<file path="src/lsfh_pkg.sv">
// Shared types, codes and the classic checksum for the LIN slave frame handler.
package lsfh_pkg;

    localparam int CFG_DATA_W = 64;
    localparam int CFG_ADDR_W = 6;
    localparam int IDX_LSB    = 3;
    localparam int IDX_W      = CFG_ADDR_W - IDX_LSB;

    typedef enum logic [IDX_W-1:0] {
        REG_RECEIVE_ID    = 3'd0,
        REG_RESPOND_ID    = 3'd1,
        REG_SYNC_VALUE    = 3'd2,
        REG_CLOSE_VALUE   = 3'd3,
        REG_RESPONSE_DATA = 3'd4
    } reg_idx_t;

    localparam logic [7:0]  RESET_RECEIVE_ID    = 8'h3A;
    localparam logic [7:0]  RESET_RESPOND_ID    = 8'h3B;
    localparam logic [7:0]  RESET_SYNC_VALUE    = 8'h55;
    localparam logic [7:0]  RESET_CLOSE_VALUE   = 8'h56;
    localparam logic [63:0] RESET_RESPONSE_DATA = 64'h3736353433323130;

    typedef enum logic [1:0] {
        KIND_RESPONSE  = 2'd0,
        KIND_FRAME_OK  = 2'd1,
        KIND_FRAME_BAD = 2'd2
    } kind_t;

    typedef struct packed {
        logic [7:0]  receive_id;
        logic [7:0]  respond_id;
        logic [7:0]  sync_value;
        logic [7:0]  close_value;
        logic [63:0] response_data;
    } cfg_t;

    typedef struct packed {
        logic        resp;
        logic        good;
        logic [63:0] data;
        logic [15:0] rx_count;
        logic [15:0] tx_count;
    } job_t;

    function automatic logic [7:0] classic_checksum(input logic [10:0] sum);
        logic [8:0] t;
        logic [8:0] folded;
        t = {1'b0, sum[7:0]} + {6'b0, sum[10:8]};
        folded = (t > 9'd255) ? (t - 9'd255) : t;
        return ~folded[7:0];
    endfunction

endpackage

</file>
<file path="src/lin_slave_frame_handler.sv">
// Top level of the LIN slave frame handler.
//
// Received bus bytes enter on the s_ stream, one byte per item. A sync byte
// arms the block for an identifier; the close byte in sync position locks it
// until reset. After the respond identifier the block emits DATA_BYTES
// response bytes and the classic checksum on the m_ stream, tlast on the
// checksum. After the receive identifier it collects DATA_BYTES data bytes
// and a checksum byte, then emits one report item (good or bad).
// The first result of an item passes the input register and then the output
// sequencer's registers, once the output sequencer is free.
// Throughput: one input item per cycle while no result waits; a response burst holds
// the sequencer for its bytes and checksum at one result per cycle while m_tready is
// high, and a byte that raises a result waits in the input register until the sequencer is free.
// A stalled m_tready holds the current result; bytes that raise no result
// keep flowing. Reset clears the state machine, counters and registers to
// their defaults. Registers sit on an APB port at byte address 8 * index.
module lin_slave_frame_handler
#(
    parameter int DATA_BYTES = 8
)
(
    input  logic                            clk,
    input  logic                            rst_n,
    input  logic                            psel,
    input  logic                            penable,
    input  logic                            pwrite,
    input  logic [lsfh_pkg::CFG_ADDR_W-1:0] paddr,
    input  logic [lsfh_pkg::CFG_DATA_W-1:0] pwdata,
    output logic [lsfh_pkg::CFG_DATA_W-1:0] prdata,
    output logic                            pready,
    input  logic                            s_tvalid,
    output logic                            s_tready,
    input  logic [7:0]                      s_tdata,   // rx_byte
    output logic                            m_tvalid,
    input  logic                            m_tready,
    output logic [103:0]                    m_tdata,   // tx_byte, frame_data, rx_count, tx_count
    output logic [1:0]                      m_tuser,   // kind
    output logic                            m_tlast
);

    lsfh_pkg::cfg_t cfg;
    lsfh_pkg::job_t job;
    logic           job_valid;
    logic           job_ready;
    logic [7:0]     tx_byte;
    logic [63:0]    frame_data;
    logic [15:0]    rx_count;
    logic [15:0]    tx_count;

    assign m_tdata = {tx_count, rx_count, frame_data, tx_byte};

    lsfh_regs u_regs
    (
        .clk     (clk),
        .rst_n   (rst_n),
        .psel    (psel),
        .penable (penable),
        .pwrite  (pwrite),
        .paddr   (paddr),
        .pwdata  (pwdata),
        .prdata  (prdata),
        .pready  (pready),
        .cfg     (cfg)
    );

    lsfh_core #(.DATA_BYTES(DATA_BYTES)) u_core
    (
        .clk       (clk),
        .rst_n     (rst_n),
        .cfg       (cfg),
        .in_valid  (s_tvalid),
        .in_ready  (s_tready),
        .in_byte   (s_tdata),
        .job_valid (job_valid),
        .job_ready (job_ready),
        .job       (job)
    );

    lsfh_emit #(.DATA_BYTES(DATA_BYTES)) u_emit
    (
        .clk        (clk),
        .rst_n      (rst_n),
        .job_valid  (job_valid),
        .job_ready  (job_ready),
        .job        (job),
        .out_valid  (m_tvalid),
        .out_ready  (m_tready),
        .kind       (m_tuser),
        .tx_byte    (tx_byte),
        .last       (m_tlast),
        .frame_data (frame_data),
        .rx_count   (rx_count),
        .tx_count   (tx_count)
    );

endmodule

</file>
<file path="src/lsfh_regs.sv">
// APB configuration registers of the LIN slave frame handler.
module lsfh_regs
(
    input  logic                            clk,
    input  logic                            rst_n,
    input  logic                            psel,
    input  logic                            penable,
    input  logic                            pwrite,
    input  logic [lsfh_pkg::CFG_ADDR_W-1:0] paddr,
    input  logic [lsfh_pkg::CFG_DATA_W-1:0] pwdata,
    output logic [lsfh_pkg::CFG_DATA_W-1:0] prdata,
    output logic                            pready,
    output lsfh_pkg::cfg_t                  cfg
);

    lsfh_pkg::cfg_t cfg_reg;
    logic           wr_en;
    logic [lsfh_pkg::IDX_W-1:0] idx;

    assign pready = 1'b1;
    assign wr_en  = psel && penable && pwrite && pready;
    assign idx    = paddr[lsfh_pkg::CFG_ADDR_W-1:lsfh_pkg::IDX_LSB];
    assign cfg    = cfg_reg;

    always_ff @(posedge clk or negedge rst_n)
    begin
        if (!rst_n)
        begin
            cfg_reg.receive_id    <= lsfh_pkg::RESET_RECEIVE_ID;
            cfg_reg.respond_id    <= lsfh_pkg::RESET_RESPOND_ID;
            cfg_reg.sync_value    <= lsfh_pkg::RESET_SYNC_VALUE;
            cfg_reg.close_value   <= lsfh_pkg::RESET_CLOSE_VALUE;
            cfg_reg.response_data <= lsfh_pkg::RESET_RESPONSE_DATA;
        end
        else if (wr_en)
        begin
            case (idx)
                lsfh_pkg::REG_RECEIVE_ID:    cfg_reg.receive_id    <= pwdata[7:0];
                lsfh_pkg::REG_RESPOND_ID:    cfg_reg.respond_id    <= pwdata[7:0];
                lsfh_pkg::REG_SYNC_VALUE:    cfg_reg.sync_value    <= pwdata[7:0];
                lsfh_pkg::REG_CLOSE_VALUE:   cfg_reg.close_value   <= pwdata[7:0];
                lsfh_pkg::REG_RESPONSE_DATA: cfg_reg.response_data <= pwdata;
                default: ;
            endcase
        end
    end

    always_comb
    begin
        case (idx)
            lsfh_pkg::REG_RECEIVE_ID:    prdata = {56'b0, cfg_reg.receive_id};
            lsfh_pkg::REG_RESPOND_ID:    prdata = {56'b0, cfg_reg.respond_id};
            lsfh_pkg::REG_SYNC_VALUE:    prdata = {56'b0, cfg_reg.sync_value};
            lsfh_pkg::REG_CLOSE_VALUE:   prdata = {56'b0, cfg_reg.close_value};
            lsfh_pkg::REG_RESPONSE_DATA: prdata = cfg_reg.response_data;
            default:                     prdata = '0;
        endcase
    end

endmodule

</file>
<file path="src/lsfh_core.sv">
// Input register, frame state machine, frame store and counters.
module lsfh_core
#(
    parameter int DATA_BYTES = 8
)
(
    input  logic           clk,
    input  logic           rst_n,
    input  lsfh_pkg::cfg_t cfg,
    input  logic           in_valid,
    output logic           in_ready,
    input  logic [7:0]     in_byte,
    output logic           job_valid,
    input  logic           job_ready,
    output lsfh_pkg::job_t job
);

    localparam int CW = $clog2(DATA_BYTES + 1);

    typedef enum logic [1:0] {
        PH_IDLE,
        PH_ID,
        PH_RX,
        PH_LOCKED
    } phase_t;

    phase_t                    phase_reg, phase_next;
    logic [CW-1:0]             idx_reg, idx_next;
    logic [10:0]               sum_reg, sum_next;
    logic [15:0]               good_reg, good_next;
    logic [15:0]               sent_reg, sent_next;
    logic                      in_valid_reg;
    logic [7:0]                byte_reg;
    logic [8*DATA_BYTES-1:0]   frame_reg;
    logic                      needs_job;
    logic                      consume;
    logic                      store;
    logic                      good;

    assign good      = (byte_reg == lsfh_pkg::classic_checksum(sum_reg));
    assign consume   = in_valid_reg && (!needs_job || job_ready);
    assign in_ready  = !in_valid_reg || consume;
    assign job_valid = in_valid_reg && needs_job;
    assign store     = consume && (phase_reg == PH_RX) && (idx_reg < CW'(DATA_BYTES));

    always_comb
    begin
        phase_next   = phase_reg;
        idx_next     = idx_reg;
        sum_next     = sum_reg;
        good_next    = good_reg;
        sent_next    = sent_reg;
        needs_job    = 1'b0;
        job.resp     = 1'b0;
        job.good     = good;
        job.data     = 64'(frame_reg);
        job.rx_count = good_reg;
        job.tx_count = sent_reg;
        case (phase_reg)
            PH_IDLE:
            begin
                if (byte_reg == cfg.sync_value)
                    phase_next = PH_ID;
                else if (byte_reg == cfg.close_value)
                    phase_next = PH_LOCKED;
            end
            PH_ID:
            begin
                if (byte_reg == cfg.respond_id)
                begin
                    needs_job    = 1'b1;
                    job.resp     = 1'b1;
                    job.data     = cfg.response_data;
                    sent_next    = sent_reg + 16'd1;
                    job.tx_count = sent_next;
                    phase_next   = PH_IDLE;
                end
                else if (byte_reg == cfg.receive_id)
                begin
                    phase_next = PH_RX;
                    idx_next   = '0;
                    sum_next   = '0;
                end
                else
                    phase_next = PH_IDLE;
            end
            PH_RX:
            begin
                if (idx_reg < CW'(DATA_BYTES))
                begin
                    sum_next = sum_reg + {3'b0, byte_reg};
                    idx_next = idx_reg + CW'(1);
                end
                else
                begin
                    needs_job    = 1'b1;
                    good_next    = good_reg + {15'b0, good};
                    job.rx_count = good_next;
                    phase_next   = PH_IDLE;
                    idx_next     = '0;
                    sum_next     = '0;
                end
            end
            default: ;
        endcase
    end

    always_ff @(posedge clk or negedge rst_n)
    begin
        if (!rst_n)
        begin
            phase_reg    <= PH_IDLE;
            idx_reg      <= '0;
            sum_reg      <= '0;
            good_reg     <= '0;
            sent_reg     <= '0;
            in_valid_reg <= 1'b0;
        end
        else
        begin
            if (consume)
            begin
                phase_reg <= phase_next;
                idx_reg   <= idx_next;
                sum_reg   <= sum_next;
                good_reg  <= good_next;
                sent_reg  <= sent_next;
            end
            if (in_ready)
                in_valid_reg <= in_valid;
        end
    end

    always_ff @(posedge clk)
    begin
        if (in_ready && in_valid)
            byte_reg <= in_byte;
    end

    for (genvar i = 0; i < DATA_BYTES; i++)
    begin : g_frame
        always_ff @(posedge clk)
        begin
            if (store && (idx_reg == CW'(i)))
                frame_reg[8*i +: 8] <= byte_reg;
        end
    end

endmodule

</file>
<file path="src/lsfh_emit.sv">
// Result sequencer: plays out a response burst or one frame report.
module lsfh_emit
#(
    parameter int DATA_BYTES = 8
)
(
    input  logic           clk,
    input  logic           rst_n,
    input  logic           job_valid,
    output logic           job_ready,
    input  lsfh_pkg::job_t job,
    output logic           out_valid,
    input  logic           out_ready,
    output logic [1:0]     kind,
    output logic [7:0]     tx_byte,
    output logic           last,
    output logic [63:0]    frame_data,
    output logic [15:0]    rx_count,
    output logic [15:0]    tx_count
);

    localparam int CW = $clog2(DATA_BYTES + 1);

    logic          busy_reg;
    logic          resp_reg;
    logic          good_reg;
    logic [CW-1:0] cnt_reg;
    logic [63:0]   data_reg;
    logic [10:0]   sum_reg;
    logic [15:0]   rxc_reg;
    logic [15:0]   txc_reg;
    logic          last_item;
    logic          fire;
    logic          load;

    assign last_item = !resp_reg || (cnt_reg == CW'(DATA_BYTES));
    assign fire      = busy_reg && out_ready;
    assign job_ready = !busy_reg || (out_ready && last_item);
    assign load      = job_valid && job_ready;

    assign out_valid  = busy_reg;
    assign last       = last_item;
    assign rx_count   = rxc_reg;
    assign tx_count   = txc_reg;
    assign frame_data = resp_reg ? 64'b0 : data_reg;

    always_comb
    begin
        if (resp_reg)
            kind = lsfh_pkg::KIND_RESPONSE;
        else if (good_reg)
            kind = lsfh_pkg::KIND_FRAME_OK;
        else
            kind = lsfh_pkg::KIND_FRAME_BAD;
        if (!resp_reg)
            tx_byte = 8'b0;
        else if (last_item)
            tx_byte = lsfh_pkg::classic_checksum(sum_reg);
        else
            tx_byte = data_reg[7:0];
    end

    always_ff @(posedge clk or negedge rst_n)
    begin
        if (!rst_n)
            busy_reg <= 1'b0;
        else if (load)
            busy_reg <= 1'b1;
        else if (fire && last_item)
            busy_reg <= 1'b0;
    end

    always_ff @(posedge clk)
    begin
        if (load)
        begin
            resp_reg <= job.resp;
            good_reg <= job.good;
            data_reg <= job.data;
            rxc_reg  <= job.rx_count;
            txc_reg  <= job.tx_count;
            cnt_reg  <= '0;
            sum_reg  <= '0;
        end
        else if (fire && !last_item)
        begin
            data_reg <= {8'b0, data_reg[63:8]};
            sum_reg  <= sum_reg + {3'b0, data_reg[7:0]};
            cnt_reg  <= cnt_reg + CW'(1);
        end
    end

endmodule
</file>
<file path="config.mk">
export PLATFORM = sky130hd
export DESIGN_NAME = lin_slave_frame_handler
export DESIGN_NICKNAME = d
export VERILOG_FILES = /design/src/lsfh_pkg.sv /design/src/lin_slave_frame_handler.sv /design/src/lsfh_regs.sv /design/src/lsfh_core.sv /design/src/lsfh_emit.sv
export SDC_FILE = /design/constraint.sdc
export NUM_CORES = 1
export LEC_CHECK = 0
export BUFFER_PORTS_ARGS = -buffer_cell sky130_fd_sc_hd__buf_2
export CAP_MARGIN = 30
export CORE_MARGIN = 2
export CORE_UTILIZATION = 40
export DETAILED_ROUTE_END_ITERATION = 10
export GPL_ROUTABILITY_DRIVEN = 0
export GPL_TIMING_DRIVEN = 0
export PLACE_DENSITY = 0.63
export SYNTH_ARGS = -nofsm -noshare
export SYNTH_HDL_FRONTEND = slang
export SYNTH_SLANG_ARGS = --single-unit
</file>
<file path="constraint.sdc">
create_clock -name clk -period 5.6 [get_ports clk]
set_input_delay 0.28 -clock clk [delete_from_list [all_inputs] [get_ports clk]]
set_output_delay 0.28 -clock clk [all_outputs]
set_load 0.005 [all_outputs]
</file>
======== Word-level counts from Yosys, hierarchy flattened ========
Cells that the tools add are included.
storage, ports and cells
  register bits after elaboration ......... 332
  input port bits ......................... 85
  output and inout bits ................... 174
  word-level logic and storage cells ...... 144
operators by class
  add/sub/neg operators ................... 10
  magnitude comparators ................... 3
  equality and inequality tests ........... 23
  muxes and demuxes ....................... 35
  bitwise logic cells ..................... 2
  reduce and logical (&&, ||, !) cells .... 43
operator list
  kind                                                                  count
  64-bit 2-to-1 mux                                                     5
  64-bit one-hot mux with 5 select lines                                1
  16-bit 2-to-1 mux                                                     4
  8-bit == test                                                         5
  11-bit 2-to-1 mux                                                     3
  8-bit 2-to-1 mux                                                      4
  11-bit by 8-bit adder with 11-bit output                              2
  11-bit one-hot mux with 2 select lines                                1
  1-bit logical AND                                                     20
  8-bit by 3-bit adder with 9-bit output                                2
  9-bit by 8-bit > comparator with 1-bit output, second input constant  2
  16-bit by 1-bit adder with 16-bit output                              1
  16-bit by 1-bit adder with 16-bit output, second input constant       1
  4-bit by 3-bit == test with 1-bit output, second input constant       4
  8-bit inverter                                                        2
  8-bit subtractor, second input constant                               2
  2-bit 2-to-1 mux                                                      7
  4-bit 2-to-1 mux                                                      3
  2-bit AND reduction                                                   5
  4-bit by 1-bit adder with 4-bit output, second input constant         2
  4-bit by 2-bit == test with 1-bit output, second input constant       2
  4-bit one-hot mux with 2 select lines                                 1
  4-bit AND reduction                                                   2
  3-bit by 2-bit == test with 1-bit output, second input constant       2
  20 further kinds                                                      33

======== Logic depth before layout (Yosys ltp) ========
Gate-level depths: netlist of run 1.
  depth in word-level cells ............... 9
  depth in mapped cells ................... 19
  mapped depth without buffers ............ 18

======== Hierarchy ========
Synthesis of run 1 repeated with hierarchy kept, for this count alone.
unflattened totals
  cells, all modules ...................... 1592
  area total of the unflattened synthesis .. 17082.6 um^2
modules (own cells, without submodules)
  module     instances  cells each  area an instance (um^2)  seq. area each (um^2)
  lsfh_core  1          750         7229.4                   3413.3
  lsfh_emit  1          532         5465.2                   3268.1
  lsfh_regs  1          310         4388.0                   2458.6

======== Worst setup path before layout of run 1 ========
Ideal clock, no wire load.
  path kind ............................... register to register
  start point ............................. register u_core.sum_reg[8]
  end point ............................... register u_emit.rxc_reg[15] (netlist: u_emit.rx_count[15]) (data pin)
  library setup time ...................... 259 ps
  arrival time ............................ 3925 ps
  required time ........................... 5341 ps
  setup slack ............................. 1416 ps
  stages on the path, launching flop included .. 19
  buffers on the path ..................... 2
  period minus slack after synthesis ...... 4184 ps
  cell sequence ........................... dfrtp_1 > ha_1 > inv_1 > fa_1 > nor2b_1 > o21bai_1 > or4_1 > a311o_1 > a32oi_1 > mux2i_1 > a211oi_1 > ha_1 > and4_1 > clkbuf_1 > and3_1 > and3_1 > clkbuf_1 > and3_1 > xor2_1
RTL lines
  what                      line              RTL
  start: declaration        lsfh_core.sv:29   logic [10:0] sum_reg, sum_next;
  start signal: assignment  lsfh_core.sv:125  sum_reg <= sum_next;
  end signal: assignment    lsfh_emit.sv:80   rxc_reg <= job.rx_count;
  end: declaration          lsfh_emit.sv:30   logic [15:0] rxc_reg;

==> results of run 1 <==
-- Yosys cell counts, drive strengths merged (40+ instances only) --
library cell	number
clkbuf	67
xnor2	86
nor2	111
xor2	40
edfxtp	170
nand3	42
nand2	196
mux2	101
nor2b	70
a31oi	62
and3	68
dfrtp	102
dfstp	45
-- placed cells by master, fill, tap and decap left out, drive strengths merged, types with 29 or more instances in the layout --
cell	synthesis	routed
buf	27	287
nand2	196	196
edfxtp	170	170
clkbuf	67	127
nor2	111	111
dfrtp	102	102
mux2	101	101
xnor2	86	86
nor2b	70	70
and3	68	68
dlygate4sd3	0	67
a31oi	62	62
dfstp	45	45
nand3	42	42
xor2	40	40
o21ai	38	38
ha	37	37
inv	26	29
-- final cells by class --
cell class	count	area [um2]
flip-flops and latches	332	9140
diodes	1	2.502
fillers	3701	20370
inverters	26	97.59
multi-input cells	1036	6908
well taps	532	665.6
plain buffers	94	415.4
clock buffers	60	1085
clock inverters	12	135.1
repair buffers	327	2016
-- kinds of logic (layout without fill, tap and decap cells) --
group | Yosys count | in the layout | share of synthesized area, %
compound gates | 188 | 188 | 7.219
xor+xnor | 126 | 126 | 6.668
fa+ha+maj | 41 | 41 | 3.281
buf+inv | 120 | 519 | 3.099
flops | 332 | 332 | 55.22
mux | 119 | 119 | 7.960
other cells | 1 | 2 | 0.02266
simple gates | 561 | 561 | 16.53
-- routing by layer --
metal	global-route usage, %	up-vias	routed length (um)
met3	3.631	90	2486
met5	0	-	0
li1	-	5987	-
met4	7.365	0	1524
met1	29.54	6393	21210
met2	36.48	407	23120
-- power groups by stage --
stage	sequential, mW	clock (mW)	combinational [mW]
after global routing	2.95	2.58	0.528
after detailed placement	2.97	0	0.440
after global placement	2.97	0	0.426
after CTS	2.93	2.49	0.481
after floorplan	2.89	0	0.298
final	2.93	2.45	0.480
-- stage by stage --
| step | power [mW] | instances |
|---|---|---|
| floorplan | 3.183 | 1488 |
| global placement | 3.396 | 2274 |
| detailed placement | 3.414 | 2279 |
| CTS | 5.900 | 2418 |
| global route | 6.059 | 2420 |
| finish | 5.863 | 2420 |
-- how the worst min path moves through the flow --
stage / slack (ns) / from / end / depth (start not counted)
after detailed placement: 0.34 / rst_n / u_regs.cfg[62] / 1
final: 0.04 / pwdata[5] / u_regs.cfg[93] / 2
after floorplan: -0.02 / rst_n / u_core.good_reg[0] / 0
after CTS: 0.006 / pwdata[5] / u_regs.cfg[77] / 2
after global routing: 0.02 / pwdata[5] / u_regs.cfg[93] / 2
after global placement: 0.46 / s_tdata[0] / u_core.byte_reg[0] / 1
-- worst max-delay path, stage by stage (launching register included) --
cell and delay (ns):
dfrtp_1 0.48, ha_1 0.24, inv_1 0.06, fa_1 0.39, nor2b_1 0.28, o21bai_1 0.14, or4_1 0.44, a311o_1 0.34
a32oi_1 0.18, mux2i_1 0.12, a211oi_1 0.41, ha_1 0.26, and4_1 0.20, clkbuf_1 0.23, and3_1 0.25, and3_1 0.17
clkbuf_1 0.20, and3_1 0.22, nand2_1 0.07, xnor2_1 0.16
-- what timing repair did --
item | in CTS | in global routing
endpoints found under the hold margin | 103 | 0
setup endpoints to repair | 0 | 0
hold buffers | 67 | 0
==> impl_metrics.yaml, run 1 <==
clock_network:
  clock_path_buffers: 3
  clk_latency_ns: 0.56
  cts-root-buf: "clkbuf_16"
  cts.sinks: 332
  cts.htree.levels: 2
  cts_setup_buffers: 0
  numCtsBuffers: 39
  clk_pin_slew_ns: 0.06
  cts_tree: "built"
  post_cts_resized: 0
layout:
  largest_reg_flops: 96
  fin_util_pct: 50.12
  fin_nets: 1982
  design_area_um2: 20460
  drive_above_1_share_pct: 26.39
  area_delta_synth_final_pct: 23.65
yosys:
  synth-async-reset-ratio_pct: 44.28
  synth_area_um2: 16550
  synth_top_area_share_pct: 30.84
  syn_inst: 1488
  ys_ff_latch: 332
  synth.lib_cells_used.distinct: 63
  synth.net_count: 1614
  ys.warnings.count: 0
  synth_top_area_cell: "edfxtp_1"
  syn-mean-instance-area_um2: 11.12
  seq_area_frac_synth_pct: 55.22
  synth_area_leaders: "edfxtp_1 31%, dfrtp_1 15%, dfstp_2 7.1%, mux2_2 6.9%, xnor2_1 4.6%"
  synth_edf_count: 170
  ys.flop_type: "edfxtp_1"
place:
  port_buffers: 254
  place_area_um2: 18550
  dp_hpwl_um: 34950
  pre_cts_ws_ns: 0.6541
run_status:
  status: "complete, no violations"
timing:
  maxSlewHeadroom_pct: 36.33
  tightest_slew_ns: 0.9526
  whs_ns: 0.03710
  rsz0062_at_grt: "no"
  layout_min_cycle_time_ns: 4.978
  setup_slack_ns: 0.6215
  slew_viol_final: 0
  finClkSkew_ns: 0.02192
  hold_viol: 0
  clock.fmax_ghz: 0.2009
  timing.final.crit_share_pct: 88.90
  setup_viol: 0
  tns_ns: 0
power_and_ir_drop:
  internal-power_mw: 4.423
  swShare_pct: 24.57
  p_seq_share_pct: 50.0
  p_switching_mw: 1.440
  power_density_nw_per_um2: 286.5
  p_leak_nw: 9.127
  ir_drop_uv: 202.5
  p_comb_share_pct: 8.2
  clock_power_share_pct: 41.8
floorplanning:
  dieArea_um2: 43020
  die_h_um: 207.4
  die_x_um: 207.4
  core_area_um2: 40830
  io-pin-count: 259
  start_util_pct: 40.53
  rows: 74
setup_path:
  worst-setup-path-type: "reg2reg"
  r2r_cells: 19
  start_kind: "flip-flop"
  r2r-end: "u_core.good_reg[15]"
  worstPathMaxFanout: 7
  r2r_start: "u_core.sum_reg[8]"
  rrSetupSlack_ns: 0.62
  cp-end-kind: "flip-flop"
  endpoint: "u_core.good_reg[15]"
  cp_data_required_time_ns: 6.04
  worstPathArrival_ns: 5.42
  critPathLaunch: "u_core.sum_reg[8]"
run:
  maxCapViolCount: 0
grt:
  grt_max_degree: 80
  grt_pass1_vias: 12830
  grt_pass1_wl_um: 74140
  antenna_found_initial: 2
  grt_overflow: 0
  grt_usage_pct: 22.06
route:
  wire_per_inst_um: 19.98
  vias: 12880
  drtPass1Iterations: 5
  wirelength_um: 48350
  drcViolationCount: 0
  final_antenna_net_count: 0
  vias_per_cell: 5.321
  drt_iter0_markers: 910
hold_path:
  hold_path_class: "in2reg"
(Power assumes the default switching activity.)
==> run 2, diff against run 1 <==
--- a/config.mk
+++ b/config.mk
@@ -5,13 +5,12 @@
 export SDC_FILE = /design/constraint.sdc
 export NUM_CORES = 1
 export LEC_CHECK = 0
-export BUFFER_PORTS_ARGS = -buffer_cell sky130_fd_sc_hd__buf_2
+export BUFFER_PORTS_ARGS = -buffer_cell sky130_fd_sc_hd__clkbuf_2
 export CAP_MARGIN = 30
 export CORE_MARGIN = 2
 export CORE_UTILIZATION = 40
 export DETAILED_ROUTE_END_ITERATION = 10
 export GPL_ROUTABILITY_DRIVEN = 0
-export GPL_TIMING_DRIVEN = 0
 export PLACE_DENSITY = 0.63
 export SYNTH_ARGS = -nofsm -noshare
 export SYNTH_HDL_FRONTEND = slang
==> run 2 against run 1 <==
Effect of this change: critical path depth decreased by 1; via count decreased by 4.2%; power decreased by 1.8%; final cell count decreased by 3.4%; worst setup slack improved by 0.34 ns; maximum frequency increased by 7.4%; clock skew decreased by 0.0024 ns; global-route usage decreased by 1.5 points; die area unchanged; combinational power about the same; sequential cell count unchanged; critical endpoint is now u_emit.rx_count[14]; largest cell class unchanged.
==> impl_metrics.yaml, run 2 (synthesis gave the netlist of run 1 again) <==
floorplanning:
  core_area_um2: 40830
  start_util_pct: 40.53
  rows: 74
  io-pin-count: 259
  dieArea_um2: 43020
  die_x_um: 207.4
  die_h_um: 207.4
setup_path:
  worst-setup-path-type: "reg2reg"
  cp_data_required_time_ns: 5.88
  r2r_cells: 18
  critPathLaunch: "u_core.sum_reg[8]"
  cp-end-kind: "flip-flop"
  r2r_start: "u_core.sum_reg[8]"
  rrSetupSlack_ns: 0.97
  endpoint: "u_emit.rx_count[14]"
  worstPathArrival_ns: 4.92
  start_kind: "flip-flop"
  worstPathMaxFanout: 7
  r2r-end: "u_emit.rx_count[14]"
power_and_ir_drop:
  p_total_mw: 5.756
  ir_drop_uv: 171.7
  power_density_nw_per_um2: 285.9
  p_leak_nw: 8.855
clock_network:
  cts.htree.levels: 2
  clk_latency_ns: 0.54
  numCtsBuffers: 38
  clk_pin_slew_ns: 0.06
  cts_tree: "built"
  clock_path_buffers: 3
  post_cts_resized: 0
  cts.sinks: 332
  cts-root-buf: "clkbuf_16"
route:
  wirelength_um: 44780
  drtPass1Iterations: 5
  drt_iter0_markers: 834
  vias: 12340
  vias_per_cell: 5.279
  drcViolationCount: 0
  final_antenna_net_count: 0
  wire_per_inst_um: 19.15
timing:
  clock.fmax_ghz: 0.2158
  tightest_slew_ns: 0.9253
  maxSlewHeadroom_pct: 38.14
  rsz0062_at_grt: "no"
  timing.final.crit_share_pct: 82.76
  finClkSkew_ns: 0.01951
  layout_min_cycle_time_ns: 4.635
  tns_ns: 0
  hold_viol: 0
  slew_viol_final: 0
  setup_viol: 0
run_status:
  status: "complete, no violations"
grt:
  grt_max_degree: 97
  grt_pass1_vias: 12280
  grt_usage_pct: 20.58
  antenna_found_initial: 1
  grt_pass1_wl_um: 70590
  grt_overflow: 0
place:
  place_area_um2: 18300
  dp.cells: 2202
  dp_hpwl_um: 30420
  port_buffers: 254
layout:
  fin_cells: 2338
  largest_reg_flops: 96
  area_delta_synth_final_pct: 21.64
  mostFrequentLayoutCells: "253 x clkbuf_2, 195 x nand2_1, 170 x edfxtp_1"
  final_common_cell: "clkbuf_2"
  drive_above_1_share_pct: 26.94
  design_area_um2: 20130
  fin_nets: 1902
run:
  maxCapViolCount: 0
hold_path:
  whs_path_depth: 2
  hold_path_class: "in2reg"
==> run 2: changes by cell type in the layout (fill, tap and decap cells not counted), moves of 2 or more <==
cell,change
buf_1,-4
buf_12,+2
buf_2,-274
buf_4,+18
buf_6,-5
clkbuf_1,-72
clkbuf_2,+253
clkbuf_8,-2
clkinv_1,+7
clkinv_4,-3
nor2_4,+2
==> run 2: repair_timing <==
item | in CTS | in global routing
hold endpoints to repair | 117 | 0
hold buffers | 66 | 0
buffers inserted | 0 | 0
==> run 2: how the worst min path moves through the flow <==
stage / slack, ns / start / to
5_1_grt: 0.04 / pwdata[2] / u_regs.cfg[74]
4_1_cts: 0.03 / pwdata[2] / u_regs.cfg[90]
3_3_place_gp: 0.44 / rst_n / u_regs.cfg[62]
2_1_floorplan: -0.02 / rst_n / u_core.good_reg[0]
6_report: 0.05 / pwdata[2] / u_regs.cfg[90]
3_5_place_dp: 0.46 / rst_n / u_regs.cfg[62]
==> run 2: stage by stage <==
step / setup WS, ns / hold slack [ns] / util [%]
after floorplan: 1.416 / -0.01559 / -
after global routing: 0.5940 / 0.04430 / 49.30
final: 0.9652 / 0.05378 / 49.31
after CTS: 1.006 / 0.03126 / 49.30
after global placement: 1.164 / 0.4438 / 44.82
after detailed placement: 1.058 / 0.4575 / 44.82
==> run 2: power breakdown <==
| group | leakage (nW) | internal [mW] | total [mW] | switching [mW] |
|---|---|---|---|---|
| Combinational | 4.60 | 0.260 | 0.478 | 0.217 |
| Clock | 0.560 | 1.37 | 2.37 | 1.00 |
| Sequential | 3.70 | 2.76 | 2.91 | 0.153 |
| Total | 8.85 | 4.38 | 5.76 | 1.37 |
==> run 2: critical path: stages, from the launching register on <==
cell and delay (ns):
dfrtp_1 0.46, ha_1 0.25, inv_1 0.07, fa_1 0.40
nor2b_1 0.27, o21bai_1 0.14, or4_1 0.44, a311o_1 0.35
a32oi_1 0.20, mux2i_1 0.11, a211oi_1 0.28, ha_1 0.22
ha_1 0.19, nand2_1 0.09, nor2_1 0.15, and3_1 0.23
and3_1 0.26, nand3_1 0.11, xnor2_1 0.14
==> run 2: final cells by class <==
class / instances / area, um2
flip-flops and latches: 332 / 9140
multi-input cells: 1036 / 6915
diodes: 2 / 5.005
fillers: 3696 / 20700
repair buffers: 342 / 2141
well taps: 532 / 665.6
inverters: 26 / 100.1
clock buffers: 52 / 1013
clock inverters: 16 / 152.6
==> run 2: metal layers <==
metal,vias up,wire length [um],share of wire [%],GRT usage (%)
met5,-,0,0,0
met4,0,1464,3.3,7.660
met3,79,2222,5.0,3.283
met2,338,20800,46,32.67
met1,6095,20290,45,28.49
li1,5830,-,-,-
==> run 3, diff against run 2 <==
--- a/config.mk
+++ b/config.mk
@@ -5,13 +5,14 @@
 export SDC_FILE = /design/constraint.sdc
 export NUM_CORES = 1
 export LEC_CHECK = 0
+export ABC_AREA = 1
 export BUFFER_PORTS_ARGS = -buffer_cell sky130_fd_sc_hd__clkbuf_2
 export CAP_MARGIN = 30
 export CORE_MARGIN = 2
 export CORE_UTILIZATION = 40
 export DETAILED_ROUTE_END_ITERATION = 10
 export GPL_ROUTABILITY_DRIVEN = 0
-export PLACE_DENSITY = 0.63
+export PLACE_DENSITY = 0.65
 export SYNTH_ARGS = -nofsm -noshare
 export SYNTH_HDL_FRONTEND = slang
 export SYNTH_SLANG_ARGS = --single-unit
==> constraint.sdc (replaced) <==
create_clock -name clk -period 4.1 [get_ports clk]
set_input_delay 0.205 -clock clk [delete_from_list [all_inputs] [get_ports clk]]
set_output_delay 0.205 -clock clk [all_outputs]
set_load 0.005 [all_outputs]
==> run 3 against run 2 <==
Effect of this change: the flow now finishes with violations (setup timing); sequential share of layout area fell by 2.3 points; critical path depth rose by 8; power rose by 62%; non-clock buffer count rose by 40; die area rose by 2.3%.
==> impl_metrics.yaml, run 3 <==
run:
  maxCapViolCount: 0
layout:
  fillerInstances: 3895
  final_common_cell: "nand2_1"
  largest_reg_flops: 96
  mostFrequentLayoutCells: "475 x nand2_1, 266 x inv_1, 253 x clkbuf_2"
  multiInputGateArea_um2: 6669
  design_area_um2: 21220
  fin_cells: 2867
  regArea_um2: 9140
  drive_above_1_share_pct: 21.18
  diodes: 0
  fin_nets: 2424
  area_delta_synth_final_pct: 25.26
yosys:
  synth_top_area_share_pct: 30.14
  seq_area_frac_synth_pct: 53.96
  synth_area_leaders: "edfxtp_1 30%, dfrtp_1 15%, nand2_1 11%, dfstp_2 7.0%, o21ai_0 6.9%"
  ys.warnings.count: 0
  synth_most_common_cell: "nand2_1"
  synth.lib_cells_used.distinct: 44
  ys.flop_type: "edfxtp_1"
  synth_edf_count: 170
  synth_top_area_cell: "edfxtp_1"
  synth.net_count: 2086
  syn_inst: 1960
  synth_common_cells: "482 x nand2_1, 270 x inv_1, 232 x o21ai_0, 182 x nor2_1, 170 x edfxtp_1"
  synth_area_um2: 16940
  synth-async-reset-ratio_pct: 44.28
  syn-mean-instance-area_um2: 8.642
  ys_ff_latch: 332
clock_network:
  cts_tree: "built"
  cts.sinks: 332
  clk_latency_ns: 0.53
  cts-root-buf: "clkbuf_16"
  clock_path_buffers: 3
  cts.htree.levels: 2
  clk_pin_slew_ns: 0.06
  numCtsBuffers: 38
floorplanning:
  start_util_pct: 40.47
  io-pin-count: 259
  rows: 75
  die_x_um: 209.8
  die_h_um: 209.8
  dieArea_um2: 44010
  core_area_um2: 41850
timing:
  setup_slack_ns: -0.006668
  maxSlewHeadroom_pct: 37.48
  finClkSkew_ns: 0.02842
  tightest_slew_ns: 0.9356
  timing.final.crit_share_pct: 100.2
  clock.fmax_ghz: 0.2435
  slew_viol_final: 0
  layout_min_cycle_time_ns: 4.107
  setup_viol: 1
  hold_viol: 0
  rsz0062_at_grt: "yes"
setup_path:
  start_kind: "flip-flop"
  worst-setup-path-type: "reg2reg"
  worstPathMaxFanout: 6
  worstPathArrival_ns: 4.39
  cp-end-kind: "flip-flop"
  cp_data_required_time_ns: 4.38
power_and_ir_drop:
  power_density_nw_per_um2: 439.6
  p_total_mw: 9.327
  p_leak_nw: 9.828
  ir_drop_uv: 278.7
grt:
  grt_pass1_wl_um: 75480
  grt_max_degree: 119
  grt_overflow: 0
  antenna_found_initial: 0
  grt_pass1_vias: 13880
  grt_usage_pct: 21.88
place:
  dp.cells: 2713
  place_area_um2: 18890
  dp_hpwl_um: 34710
  port_buffers: 254
route:
  dr_wl_met3_um: 3101
  drcViolationCount: 0
  drtPass1Iterations: 6
  drt-met1-wl_um: 21110
  vias_per_cell: 5.036
  drt_iter0_markers: 1150
  wire_per_inst_um: 17.01
  route.met2.wl_um: 23000
  final_antenna_net_count: 0
  vias: 14440
  wirelength_um: 48760
  maxUsedRoutingLayer: "met4"
run_status:
  violations: "setup timing"
  status: "finished, violations left"
hold_path:
  hold_path_class: "in2reg"
## run 3: repair_timing
action / CTS / global route
gates resized for setup: 28 / 33
pin swaps: 14 / 24
endpoints found under the setup margin: 11 / 15
buffers inserted: 8 / 2
cloned: 0 / 0
hold buffers: 73 / 0
hold endpoints to repair: 149 / 0
## run 3: cell type report
type | instances | share of cell area [%]
multi-input cells | 1272 | 31.43
well taps | 539 | 3.179
flip-flops and latches | 332 | 43.08
repair buffers | 382 | 11.75
inverters | 272 | 4.824
clock inverters | 22 | 0.9848
clock buffers | 48 | 4.753
## run 3: final timing paths
kind	start	to	slack (ns)	cells past startpoint
setup / recovery	u_core.sum_reg[0]	u_emit.rx_count[15]	-0.007	26
setup reg to reg	u_core.sum_reg[0]	u_emit.rx_count[15]	-0.007	26
max in group asynchronous	rst_n	u_regs.cfg[66]	2.74	3
hold reg to reg	u_regs.cfg[66]	u_regs.cfg[66]	0.49	2
hold / removal	s_tvalid	u_core.in_valid_reg	0.06	3
min in group asynchronous	rst_n	u_regs.cfg[18]	0.33	2
## run 3: worst max-delay path: stages, from the launching register on
cell     delay (ns)
dfrtp_1        0.39
ha_2           0.20
inv_2          0.05
fa_2           0.45
inv_2          0.11
nand2_2        0.07
nor2_4         0.13
nand3_2        0.10
nor2_4         0.10
nand3_2        0.11
nand2_4        0.14
nand3_2        0.09
nand2_1        0.06
nand2_1        0.05
nor2_1         0.13
nand3_1        0.10
nor2_1         0.11
buf_4          0.15
ha_4           0.14
nand3_2        0.10
nor2_4         0.14
nand4_1        0.14
nor2_2         0.17
nand2_1        0.09
or3_4          0.34
xor2_2         0.15
inv_1          0.05
## run 3: layer usage
| layer | global-route usage (%) | vias to the layer above |
|---|---|---|
| met3 | 3.337 | 89 |
| met4 | 7.532 | 0 |
| met1 | 29.67 | 6867 |
| li1 | - | 7006 |
| met2 | 35.90 | 476 |
| met5 | 0 | - |
## run 3: logic make-up (layout without fill, tap and decap cells)
logic type / after synthesis / count (layout) / share of synthesized area (%)
AND/OR/NAND/NOR: 795 / 795 / 19.15
AO/OA/AOI/OAI: 356 / 356 / 11.17
buffers and inverters: 356 / 724 / 8.406
flip-flops: 332 / 332 / 53.96
XOR/XNOR: 79 / 79 / 4.085
adder cells (fa/ha/maj): 41 / 41 / 3.206
other: 1 / 1 / 0.02214
## run 3: through the flow
stage	hold slack [ns]	TNS (ns)	setup slack (ns)	utilization, %
2_1_floorplan	-0.09059	0	0.2011	-
3_3_place_gp	0.3358	-0.09796	-0.04881	45.12
3_5_place_dp	0.3396	-1.534	-0.2620	45.13
4_1_cts	0.04806	0	0.005944	50.16
5_1_grt	0.05733	-1.464	-0.2293	50.69
6_report	0.06467	-0.006668	-0.006668	50.69
## run 3: where the power goes
group          switching (mW)  internal (mW)
Combinational            1.16          0.658
Sequential              0.242           3.93
Clock                    1.38           1.95
